File: config.mk
export PLATFORM = sky130hd
export DESIGN_NAME = line_edit_buffer
export DESIGN_NICKNAME = d
export VERILOG_FILES = /design/src/rtl/lneb_pkg.sv /design/src/rtl/line_edit_buffer.sv /design/src/rtl/lneb_ctrl.sv /design/src/rtl/lneb_datapath.sv
export SDC_FILE = /design/constraint.sdc
export NUM_CORES = 1
export LEC_CHECK = 0
export BUFFER_PORTS_ARGS = -buffer_cell sky130_fd_sc_hd__buf_2
export CAP_MARGIN = 15
export CORE_MARGIN = 2
export CORE_UTILIZATION = 59
export CTS_CLUSTER_DIAMETER = 60
export DETAILED_ROUTE_END_ITERATION = 10
export GPL_ROUTABILITY_DRIVEN = 0
export MAX_ROUTING_LAYER = met4
export PLACE_DENSITY_LB_ADDON = 0.08
export SKIP_CTS_REPAIR_TIMING = 1
export SYNTH_ARGS = -nofsm -noshare
export SYNTH_HDL_FRONTEND = slang
export SYNTH_SLANG_ARGS = --single-unit
File: constraint.sdc
create_clock -name clk -period 4.45 [get_ports clk]
set_input_delay 0.2225 -clock clk [delete_from_list [all_inputs] [get_ports clk]]
set_output_delay 0.2225 -clock clk [all_outputs]
set_load 0.1 [all_outputs]
File: src/rtl/lneb_pkg.sv
// Shared types and constants for the line edit buffer.
// Item structs, key codes, operation kinds and controller/datapath signal groups.
// No dependencies.
package lneb_pkg;

	// Default line store depth; capacity is one less
	localparam int LINE_DEPTH_DEF = 128;

	// Key codes
	localparam logic [7:0] KEY_BACKSPACE = 8'd8;
	localparam logic [7:0] KEY_EXT_PREFIX = 8'd224;
	localparam logic [7:0] KEY_PRINT_LO = 8'd32;
	localparam logic [7:0] KEY_PRINT_HI = 8'd126;

	// Extended key codes, taken after the prefix
	localparam logic [7:0] EXT_LEFT = 8'd75;
	localparam logic [7:0] EXT_RIGHT = 8'd77;
	localparam logic [7:0] EXT_DELETE = 8'd83;
	localparam logic [7:0] EXT_HOME = 8'd71;
	localparam logic [7:0] EXT_END = 8'd79;
	localparam logic [7:0] EXT_INSERT = 8'd82;

	// Operation kinds found at decode
	localparam logic [1:0] KIND_DIRECT = 2'd0;
	localparam logic [1:0] KIND_READ = 2'd1;
	localparam logic [1:0] KIND_INSERT = 2'd2;
	localparam logic [1:0] KIND_REMOVE = 2'd3;

	typedef struct packed {
		logic       opcode;
		logic [7:0] key_byte;
		logic [6:0] read_index;
	} in_item_t;

	typedef struct packed {
		logic [6:0] cursor_pos;
		logic [6:0] line_length;
		logic       overwrite_on;
		logic       line_changed;
		logic       full_flag;
		logic [7:0] read_char;
	} out_item_t;

	// Controller to datapath
	typedef struct packed {
		logic capture;
		logic decode;
		logic step;
		logic finish;
		logic emit;
	} cmd_t;

	// Datapath to controller
	typedef struct packed {
		logic [1:0] kind;
		logic       more;
	} status_t;

endpackage

File: src/rtl/line_edit_buffer.sv
// Line edit buffer top level: one-line character buffer driven by key bytes.
// Instantiates lneb_ctrl and lneb_datapath; uses lneb_pkg.
//
//   channel  direction  payload               handshake
//   in       input      lneb_pkg::in_item_t   in_valid / in_ready
//   out      output     lneb_pkg::out_item_t  out_valid / out_ready
//
// An insert or delete shifts the entries behind the cursor (up to LINE_DEPTH-2); the
// line store walk moves one entry per cycle through its single write port. Other items
// skip the walk. A new item is taken only after the result of the last one is emitted.
// Reset clears cursor, length, mode and prefix; the line store is not cleared.
// A result waits in the output register while the next item is taken in; a stalled
// output holds the following result back, and the input waits until it leaves.
module line_edit_buffer #(
	parameter int LINE_DEPTH = lneb_pkg::LINE_DEPTH_DEF
) (
	input  logic                 clk,
	input  logic                 arst_n,
	input  logic                 in_valid,
	output logic                 in_ready,
	input  lneb_pkg::in_item_t   in_item,
	output logic                 out_valid,
	input  logic                 out_ready,
	output lneb_pkg::out_item_t  out_item
);

	lneb_pkg::cmd_t    cmd;
	lneb_pkg::status_t status;

	lneb_ctrl u_ctrl (
		.clk       (clk),
		.arst_n    (arst_n),
		.in_valid  (in_valid),
		.in_ready  (in_ready),
		.out_valid (out_valid),
		.out_ready (out_ready),
		.status    (status),
		.cmd       (cmd)
	);

	lneb_datapath #(
		.LINE_DEPTH (LINE_DEPTH)
	) u_datapath (
		.clk      (clk),
		.arst_n   (arst_n),
		.in_item  (in_item),
		.cmd      (cmd),
		.status   (status),
		.out_item (out_item)
	);

endmodule

File: src/rtl/lneb_ctrl.sv
// Controller state machine for the line edit buffer.
// Sequences capture, decode, tail shift, finish and result hand-off; uses lneb_pkg.
module lneb_ctrl (
	input  logic               clk,
	input  logic               arst_n,
	input  logic               in_valid,
	output logic               in_ready,
	output logic               out_valid,
	input  logic               out_ready,
	input  lneb_pkg::status_t  status,
	output lneb_pkg::cmd_t     cmd
);

	localparam logic [2:0] ST_IDLE = 3'd0;
	localparam logic [2:0] ST_DECODE = 3'd1;
	localparam logic [2:0] ST_STEP = 3'd2;
	localparam logic [2:0] ST_FINISH = 3'd3;
	localparam logic [2:0] ST_EMIT = 3'd4;

	logic [2:0] state_q;
	logic [2:0] state_d;
	logic       out_valid_q;
	logic       out_free;

	// Output register is free when empty or drained this cycle
	assign out_free = !out_valid_q || out_ready;
	assign in_ready = (state_q == ST_IDLE);
	assign out_valid = out_valid_q;

	// Pick the next state and the command for this cycle
	always_comb begin
		state_d = state_q;
		cmd = '0;
		case (state_q)
			ST_IDLE: begin
				if (in_valid) begin
					cmd.capture = 1'b1;
					state_d = ST_DECODE;
				end
			end
			ST_DECODE: begin
				cmd.decode = 1'b1;
				if (status.kind inside {lneb_pkg::KIND_INSERT, lneb_pkg::KIND_REMOVE}) begin
					state_d = ST_STEP;
				end else begin
					state_d = ST_EMIT;
				end
			end
			ST_STEP: begin
				cmd.step = 1'b1;
				if (!status.more) state_d = ST_FINISH;
			end
			ST_FINISH: begin
				cmd.finish = 1'b1;
				state_d = ST_EMIT;
			end
			ST_EMIT: begin
				if (out_free) begin
					cmd.emit = 1'b1;
					state_d = ST_IDLE;
				end
			end
			default: begin
				state_d = ST_IDLE;
			end
		endcase
	end

	// Advance the state and hold the result valid until taken
	always_ff @(posedge clk or negedge arst_n) begin
		if (!arst_n) begin
			state_q <= ST_IDLE;
			out_valid_q <= 1'b0;
		end else begin
			state_q <= state_d;
			if (cmd.emit) out_valid_q <= 1'b1;
			else if (out_ready) out_valid_q <= 1'b0;
		end
	end

`ifndef NO_ASSERTIONS
	out_held_until_taken: assert property (@(posedge clk) disable iff (!arst_n)
		out_valid && !out_ready |=> out_valid)
		else $error("result dropped before it was taken");

	one_command_at_a_time: assert property (@(posedge clk) disable iff (!arst_n)
		$onehot0(cmd))
		else $error("more than one datapath command in a cycle");

	no_take_while_busy: assert property (@(posedge clk) disable iff (!arst_n)
		(state_q != ST_IDLE) |-> !in_ready)
		else $error("input ready while an item is in flight");

	emit_fills_output: assert property (@(posedge clk) disable iff (!arst_n)
		cmd.emit |=> out_valid)
		else $error("emitted result not presented");
`endif

endmodule

File: src/rtl/lneb_datapath.sv
// Datapath for the line edit buffer: line store, cursor, length, mode and result register.
// Driven by lneb_ctrl commands; uses lneb_pkg types and key codes.
module lneb_datapath #(
	parameter int LINE_DEPTH = lneb_pkg::LINE_DEPTH_DEF
) (
	input  logic                 clk,
	input  logic                 arst_n,
	input  lneb_pkg::in_item_t   in_item,
	input  lneb_pkg::cmd_t       cmd,
	output lneb_pkg::status_t    status,
	output lneb_pkg::out_item_t  out_item
);

	localparam int PW = $clog2(LINE_DEPTH);
	localparam int CW = (PW > 7) ? PW : 7;
	localparam logic [PW-1:0] CAP = PW'(LINE_DEPTH - 1);

	logic [7:0] line_mem_q [LINE_DEPTH];

	lneb_pkg::in_item_t item_q;
	lneb_pkg::out_item_t out_q;
	logic [PW-1:0] cursor_q;
	logic [PW-1:0] length_q;
	logic          ovr_q;
	logic          prefix_q;
	logic [1:0]    kind_q;
	logic          changed_q;
	logic          hit_q;
	logic [PW-1:0] ptr_q;
	logic [PW-1:0] dst_s1;
	logic          mv_s1;
	logic [7:0]    rdata_q;

	logic [1:0]    kind_d;
	logic [PW-1:0] cur_d;
	logic [PW-1:0] len_d;
	logic          ovr_d;
	logic          pre_d;
	logic          changed_d;
	logic          ovr_wr;
	logic          more;
	logic [PW-1:0] src;
	logic [CW-1:0] idx_w;
	logic          hit;
	logic          wr_en;
	logic [PW-1:0] wr_addr;
	logic [7:0]    wr_data;
	logic          rd_en;
	logic [PW-1:0] rd_addr;
	logic [CW-1:0] cursor_w;
	logic [CW-1:0] length_w;

	// Decode the held item against the current line state
	always_comb begin
		kind_d = lneb_pkg::KIND_DIRECT;
		cur_d = cursor_q;
		len_d = length_q;
		ovr_d = ovr_q;
		pre_d = prefix_q;
		changed_d = 1'b0;
		ovr_wr = 1'b0;
		if (item_q.opcode) begin
			kind_d = lneb_pkg::KIND_READ;
		end else if (prefix_q) begin
			pre_d = 1'b0;
			case (item_q.key_byte)
				lneb_pkg::EXT_LEFT: begin
					if (cursor_q != '0) cur_d = cursor_q - PW'(1);
				end
				lneb_pkg::EXT_RIGHT: begin
					if (cursor_q < length_q) cur_d = cursor_q + PW'(1);
				end
				lneb_pkg::EXT_DELETE: begin
					if (cursor_q < length_q) kind_d = lneb_pkg::KIND_REMOVE;
				end
				lneb_pkg::EXT_HOME: begin
					cur_d = '0;
				end
				lneb_pkg::EXT_END: begin
					cur_d = length_q;
				end
				lneb_pkg::EXT_INSERT: begin
					ovr_d = ~ovr_q;
				end
				default: begin
				end
			endcase
		end else if (item_q.key_byte == lneb_pkg::KEY_EXT_PREFIX) begin
			pre_d = 1'b1;
		end else if (item_q.key_byte inside
				{[lneb_pkg::KEY_PRINT_LO : lneb_pkg::KEY_PRINT_HI]}) begin
			if (ovr_q && (cursor_q < CAP)) begin
				ovr_wr = 1'b1;
				changed_d = 1'b1;
				cur_d = cursor_q + PW'(1);
				if (cursor_q == length_q) len_d = length_q + PW'(1);
			end else if (length_q < CAP) begin
				kind_d = lneb_pkg::KIND_INSERT;
			end
		end else if (item_q.key_byte == lneb_pkg::KEY_BACKSPACE) begin
			if (cursor_q != '0) begin
				kind_d = lneb_pkg::KIND_REMOVE;
				cur_d = cursor_q - PW'(1);
			end
		end
	end

	// Read index widened to compare with the length
	assign idx_w = CW'(item_q.read_index);
	assign length_w = CW'(length_q);
	assign cursor_w = CW'(cursor_q);
	assign hit = idx_w < length_w;

	// Shift walk: insert moves entries up from the end, remove moves them down
	always_comb begin
		if (kind_q == lneb_pkg::KIND_INSERT) begin
			more = ptr_q > cursor_q;
			src = ptr_q - PW'(1);
		end else begin
			more = ({1'b0, ptr_q} + (PW+1)'(1)) < {1'b0, length_q};
			src = ptr_q + PW'(1);
		end
	end

	assign status.kind = kind_d;
	assign status.more = more;

	// Select the single write port
	always_comb begin
		wr_en = 1'b0;
		wr_addr = cursor_q;
		wr_data = item_q.key_byte;
		if (mv_s1) begin
			wr_en = 1'b1;
			wr_addr = dst_s1;
			wr_data = rdata_q;
		end else if (cmd.decode && ovr_wr) begin
			wr_en = 1'b1;
		end else if (cmd.finish && (kind_q == lneb_pkg::KIND_INSERT)) begin
			wr_en = 1'b1;
		end
	end

	// Select the single read port
	always_comb begin
		rd_en = 1'b0;
		rd_addr = src;
		if (cmd.step && more) begin
			rd_en = 1'b1;
		end else if (cmd.decode && (kind_d == lneb_pkg::KIND_READ)) begin
			rd_en = 1'b1;
			rd_addr = idx_w[PW-1:0];
		end
	end

	// Line store with registered read
	always_ff @(posedge clk) begin
		if (wr_en) line_mem_q[wr_addr] <= wr_data;
		if (rd_en) rdata_q <= line_mem_q[rd_addr];
	end

	// Line state and shift pipeline
	always_ff @(posedge clk or negedge arst_n) begin
		if (!arst_n) begin
			cursor_q <= '0;
			length_q <= '0;
			ovr_q <= 1'b0;
			prefix_q <= 1'b0;
			mv_s1 <= 1'b0;
			kind_q <= lneb_pkg::KIND_DIRECT;
		end else begin
			if (cmd.decode) begin
				cursor_q <= cur_d;
				length_q <= len_d;
				ovr_q <= ovr_d;
				prefix_q <= pre_d;
				kind_q <= kind_d;
			end
			if (cmd.step) begin
				mv_s1 <= more;
			end
			if (cmd.finish) begin
				if (kind_q == lneb_pkg::KIND_INSERT) begin
					cursor_q <= cursor_q + PW'(1);
					length_q <= length_q + PW'(1);
				end else begin
					length_q <= length_q - PW'(1);
				end
			end
		end
	end

	// Item, walk pointer and result payload
	always_ff @(posedge clk) begin
		if (cmd.capture) item_q <= in_item;
		if (cmd.decode) begin
			changed_q <= changed_d;
			hit_q <= hit;
			ptr_q <= (kind_d == lneb_pkg::KIND_INSERT) ? length_q : cur_d;
		end
		if (cmd.step) begin
			dst_s1 <= ptr_q;
			if (more) ptr_q <= src;
		end
		if (cmd.finish) changed_q <= 1'b1;
		if (cmd.emit) begin
			out_q.cursor_pos <= cursor_w[6:0];
			out_q.line_length <= length_w[6:0];
			out_q.overwrite_on <= ovr_q;
			out_q.line_changed <= changed_q;
			out_q.full_flag <= (length_q == CAP);
			out_q.read_char <= ((kind_q == lneb_pkg::KIND_READ) && hit_q) ? rdata_q : 8'd0;
		end
	end

	assign out_item = out_q;

`ifndef NO_ASSERTIONS
	cursor_within_line: assert property (@(posedge clk) disable iff (!arst_n)
		cursor_q <= length_q)
		else $error("cursor beyond line length");

	length_within_cap: assert property (@(posedge clk) disable iff (!arst_n)
		length_q <= CAP)
		else $error("line length beyond capacity");

	insert_grows_line: assert property (@(posedge clk) disable iff (!arst_n)
		cmd.finish && (kind_q == lneb_pkg::KIND_INSERT)
		|=> length_q == $past(length_q) + PW'(1))
		else $error("insert did not grow the line");

	no_write_collision: assert property (@(posedge clk) disable iff (!arst_n)
		mv_s1 |-> !(cmd.decode || cmd.finish))
		else $error("shift write overlaps another store write");
`endif

endmodule
Word level (Yosys, flattened, before mapping)
Memory sizes are Yosys's and may differ from the RTL's. A register that Yosys moved wholly into a read port is not among the register bits. Index checks and enable logic that the tools add are counted. W data, S select, Z words.

Bits in registers: 80. RAM bits: 1024. Input port bits: 20. Output and inout bits: 27. Logic and storage cells: 154. Memories kept: 1.

Memory list: u_datapath.line_mem_q (words 128, bits a word 8, read ports 1, clocked after Yosys merged registers in 1, write ports 1, RTL line lneb_datapath.sv:18) `logic [7:0] line_mem_q [LINE_DEPTH];`.

Add/subtract/negate cells: 7. Magnitude comparators: 8. Equality and inequality tests: 25. Muxes and demuxes: 69. Bitwise operators: 2. Reductions and logical operators: 21.

Operators by type and width (count): $mux W7 (28); $eq A8 B7 Y1 const B (6); $pmux W7 S4 (1); $mux W1 (24); $add A7 B1 Y7 const B (3); $sub A7 B1 Y7 const B (3); $mux W2 (10); $pmux W3 S5 (1); $lt A7 B7 Y1 (2); $lt A7 B7 Y1 const B (2); $mux W3 (4); $reduce_bool A2 Y1 (6); $add A7 B1 Y8 const B (1); $eq A8 B4 Y1 const B (1); $eq A8 B8 Y1 const B (1); $ge A8 B6 Y1 const B (1); $le A8 B7 Y1 const B (1); $lt A8 B7 Y1 (1); $mux W8 (1); $ne A2 B1 Y1 const B (4); $eq A7 B7 Y1 (1); $eq A7 B7 Y1 const B (1); $gt A7 B7 Y1 (1); $logic_and A1 B1 Y1 (7); other kinds (15) (21).

Depth between registers and ports, before layout
Word-level depth: 12. Gate-level depth with buffers: 13. Depth with buffers taken out: 11.

By module
Synthesis repeated with hierarchy kept, for this count alone.

Cells, all modules: 3448. Area, all modules: 46669.8 um2.

Modules (own cells, without submodules): lneb_datapath (instances 1, cells an instance 3425, area each 46434.5 um2, sequential area each 33096.7 um2); lneb_ctrl (instances 1, cells an instance 23, area each 235.2 um2, sequential area each 100.1 um2).

Worst setup path before layout
OpenSTA, ideal clock, no wires.

Path kind: register -> register. From: register u_ctrl.state_q[1]. To: register u_datapath.item_q, in the netlist u_datapath.idx_w[0], enable pin. Library setup time: 0.374 ns. Arrival: 3.296 ns. Required time: 4.076 ns. Path slack: 0.780 ns. Cell stages (with the launch flop): 4. Path buffers: 1. Period minus slack after synthesis: 3.670 ns. Cell sequence: dfrtp_1 > clkbuf_1 > nor3_1 > and2_1.

RTL lines: start, declared (RTL line lneb_ctrl.sv:20) `logic [2:0] state_q;`; start signal, assigned (RTL line lneb_ctrl.sv:75) `state_q <= state_d;`; end signal, assigned (RTL line lneb_datapath.sv:195) `if (cmd.capture) item_q <= in_item;`; end, declared (RTL line lneb_datapath.sv:20) `lneb_pkg::in_item_t item_q;`.

Worst setup path after layout
From: register u_datapath.kind_q[0]. To: register u_datapath.rdata_q[2] (read register of u_datapath.line_mem_q), data pin.

Longest elaborated chain between the ends: 4. Elaborated cells between the ends (all ways): 7.

Ends and longest elaborated chain: start, declared (RTL line lneb_datapath.sv:26) `logic [1:0] kind_q;`; start signal, assigned (RTL line lneb_datapath.sv:170) `kind_q <= lneb_pkg::KIND_DIRECT;`; start signal, assigned (RTL line lneb_datapath.sv:177) `kind_q <= kind_d;`; $eq A2 B2 Y1 * (RTL line lneb_datapath.sv:116) `if (kind_q == lneb_pkg::KIND_INSERT) begin`; $mux W7 / $mux W1 (equally long branches) (RTL line lneb_datapath.sv:116); $mux W7 / $logic_and A1 B1 Y1 (equally long branches) (RTL line lneb_datapath.sv:150, lneb_datapath.sv:148); $mux W7 / $mux W1 (equally long branches) (RTL line lneb_datapath.sv:148) `if (cmd.step && more) begin`; end, declared (RTL line lneb_datapath.sv:32) `logic [7:0] rdata_q;`.

Mark *: on every way between the ends. The rest lies on a longest branch, timed or not. A chain may end at the register's enable or synchronous reset.

==> flow_summary_export.csv <==
group,metric,value,unit
routing,drc,0,
routing,num_vias,28100,
hold_path,hp-class,"in -> async",
floorplan,start_util,59.4,%
logic_synthesis,postSynth.asyncResetShare,2.07,%
clock_network,clk_latency,670,ps
timing,period_needed,4170,ps
run,cap_violations,0,
logic_synthesis,synth_top_family_by_area,"simple AND/OR/NAND/NOR gates",
grt,grt_pass1_wl,177000,um
floorplan,rows,102,
routing,dr.pass1.iters,7,
grt,grt_antenna_before_repair,1,
clock_network,root_buffer,"clkbuf_16",
timing,skew,25.7,ps
pwr,p_per_area,781,nW/um^2
worst_setup_path,critPathKind,"reg -> reg",
pwr,power,40.2,mW
timing,drv_slew,0,
final_layout,drive_above_1_share,13.7,%
place,portBuffers,46,
worst_setup_path,crit_fanout,15,
floorplan,dieArea,80000,um^2
clock_network,clockBufferDepth,3,
floorplan,die_h,283,um
clock_network,cts_tree,"yes",
routing,ant_nets,0,
clock_network,cts_made_buffers,111,
timing,finalCritPeriodShare,93.6,%
timing,setup-tns-final,0,ps
worst_setup_path,required,4930,ps
worst_setup_path,rr_worst_depth,11,
routing,drt_iter0_drc,3601,
worst_setup_path,r2r_slack,280,ps
logic_synthesis,syn-cell-area,45900,um^2
final_layout,finalNonFillerCells,4352,
worst_setup_path,r2r_end,"u_datapath.rdata_q[2]$_DFFE_PP_",
final_layout,final_cell_mix,"1081 x edfxtp_1, 561 x nand2_1, 319 x nand3_1",
place,hpwl,77300,um
status,status,"completed",
timing,max_freq,240,MHz
logic_synthesis,synthCells,3106,
clock_network,clock-sinks,1112,
timing,setup_ws,283,ps
worst_setup_path,end_kind,"flip-flop",
timing,rsz0062_at_grt,"false",
floorplan,core,77200,um^2
clock_network,path_clk_slew,60,ps
grt,first_global_vias,27000,
pwr,cellLeakagePower,17.1,nW
logic_synthesis,synth_top_area_share,70.8,%
grt,grt_remaining_overflow,0,
logic_synthesis,yosys.area_share.simple,11.6,%
logic_synthesis,synth_edf_count,1081,
grt,grt_max_degree,100,
logic_synthesis,ys_warn_count,0,
pwr,ir_drop,0.000503,V
clock_network,htree_levels,3,
logic_synthesis,synth_fa_ha_area_share,1.05,%
timing,hold_viol_final,0,
logic_synthesis,ys_types,80,
logic_synthesis,synth_seq_cells,1112,
logic_synthesis,synthMuxAreaShare,7.62,%
timing,max-slew-margin-rel,22.1,%
worst_setup_path,start_kind,"flip-flop",
logic_synthesis,synth_fp_nets,3163,
routing,post_drt_wl_per_cell,27.7,um
routing,wl,121000,um
logic_synthesis,yosys_most_used_dff,"edfxtp_1",
final_layout,final_common_cell,"edfxtp_1",
logic_synthesis,yosys.area.top_type,"edfxtp_1",
worst_setup_path,arrival,4650,ps
routing,avgViaCountPerCell,6.46,
floorplan,die_w,283,um
logic_synthesis,avgSynthCellArea,14.8,um^2
final_layout,area_growth,12.3,%
logic_synthesis,synth_compound_area_share,4.66,%
grt,grt_use_total,31.3,%
place,dp.cells,4129,
final_layout,fin_nets,3279,
timing,setup_violations,0,
logic_synthesis,yosysSeqAreaShare,72.4,%
place,pre_cts_ws,438,ps
floorplan,io_pins,47,
worst_setup_path,r2r_start,"u_datapath.kind_q[0]$_DFFE_PN0P_",
logic_synthesis,ys_top_cells_by_area,"edfxtp_1 71%, mux4_2 4.8%, nand2_1 4.6%",
logic_synthesis,synthXorXnorAreaFrac,0.535,%
timing,worst_pin_slew,1170,ps
[report_power, final]
group,switching [mW],total (mW),internal (mW)
clock network,3.89,9.09,5.20
registers,0.444,13.8,13.4
logic,12.1,17.3,5.23
total,16.4,40.2,23.8
[how the worst max path moves through the flow]
stage / depth (start not counted) / startpoint / to
3_5_place_dp: 11 / u_datapath.kind_q[0]$_DFFE_PN0P_ / u_datapath.rdata_q[2]$_DFFE_PP_
2_1_floorplan: 3 / u_ctrl.state_q[1]$_DFFE_PN0P_ / u_datapath.idx_w[0]$_DFFE_PP_
3_3_place_gp: 11 / u_ctrl.state_q[1]$_DFFE_PN0P_ / u_datapath.rdata_q[1]$_DFFE_PP_
4_1_cts: 11 / u_datapath.kind_q[0]$_DFFE_PN0P_ / u_datapath.rdata_q[2]$_DFFE_PP_
5_1_grt: 11 / u_datapath.kind_q[0]$_DFFE_PN0P_ / u_datapath.rdata_q[2]$_DFFE_PP_
6_report: 11 / u_datapath.kind_q[0]$_DFFE_PN0P_ / u_datapath.rdata_q[2]$_DFFE_PP_
[routing by layer]
metal / global-route usage, % / share of wire, % / vias to the layer above
met2: 46.6 / 46 / 1536
met3: 6.32 / 10 / 335
met5: - / 0 / -
met1: 43.0 / 39 / 14100
li1: - / - / 12100
met4: 12.4 / 4.3 / 0
[cells by family (layout without fill, tap and decap cells)]
logic type / count (synthesis) / in the layout
compound gates: 302 / 302
xor+xnor: 28 / 28
fa+ha+maj: 38 / 38
buf+inv: 204 / 409
flops: 1112 / 1112
mux: 224 / 224
other cells: 0 / 1
simple gates: 1198 / 1198
[synth_stat cells, types with 11 or more instances]
cell type / instances
nand3_1: 319
a21oi_1: 67
edfxtp_1: 1081
clkbuf_1: 99
and3_1: 14
nor2_1: 179
o211ai_1: 11
nand2b_1: 11
nand4_1: 40
o21ai_0: 31
mux2i_1: 114
a22oi_1: 29
inv_1: 25
mux4_2: 97
a221oi_1: 15
buf_2: 41
and2_1: 13
nand2_1: 561
mux2_2: 11
ha_1: 36
buf_4: 16
dfrtp_1: 23
xnor2_1: 24
a32oi_1: 47
[sequential cells by signal, summed over array words and instances (netlist names), 2 cells and up]
signal                 flops
u_datapath.idx_w           7
u_datapath.kind_q          2
u_datapath.rdata_q         8
u_datapath.cursor_q        7
u_datapath.length_q        7
u_datapath.out_item       25
u_datapath.item_q          9
u_datapath.ptr_q           7
u_datapath.line_mem_q   1024
u_ctrl.state_q             3
u_datapath.dst_s1          7
[final cells by class]
type,instances,area [um^2]
flip-flops and latches,1112,33200
fillers,5380,25700
multi-input cells,1790,11800
clock buffers,137,2900
repair buffers,181,1560
well taps,1040,1300
clock inverters,65,636
inverters,26,97.6
diodes,1,2.50
[metrics by stage]
| step | utilization, % | area [um^2] | hold slack (ps) |
|---|---|---|---|
| finish | 66.7 | 51500 | 91.3 |
| global route | 66.7 | 51500 | 121 |
| CTS | 66.5 | 51300 | -458 |
| detailed placement | 61.9 | 47800 | 261 |
| global placement | 61.9 | 47800 | 258 |
| floorplan | - | 45900 | -73.1 |
[critical path, cell delays in order, from the launching register on]
cell      delay, ps
dfrtp_1         400
nor2b_1         380
buf_4           260
ha_1            240
a211oi_1        450
nor2_1          200
o31ai_4         580
buf_4           350
a31oi_1         100
a21oi_1         440
o211ai_1        260
nor4_2          290
Note: power is estimated with default switching activity, not from simulation.
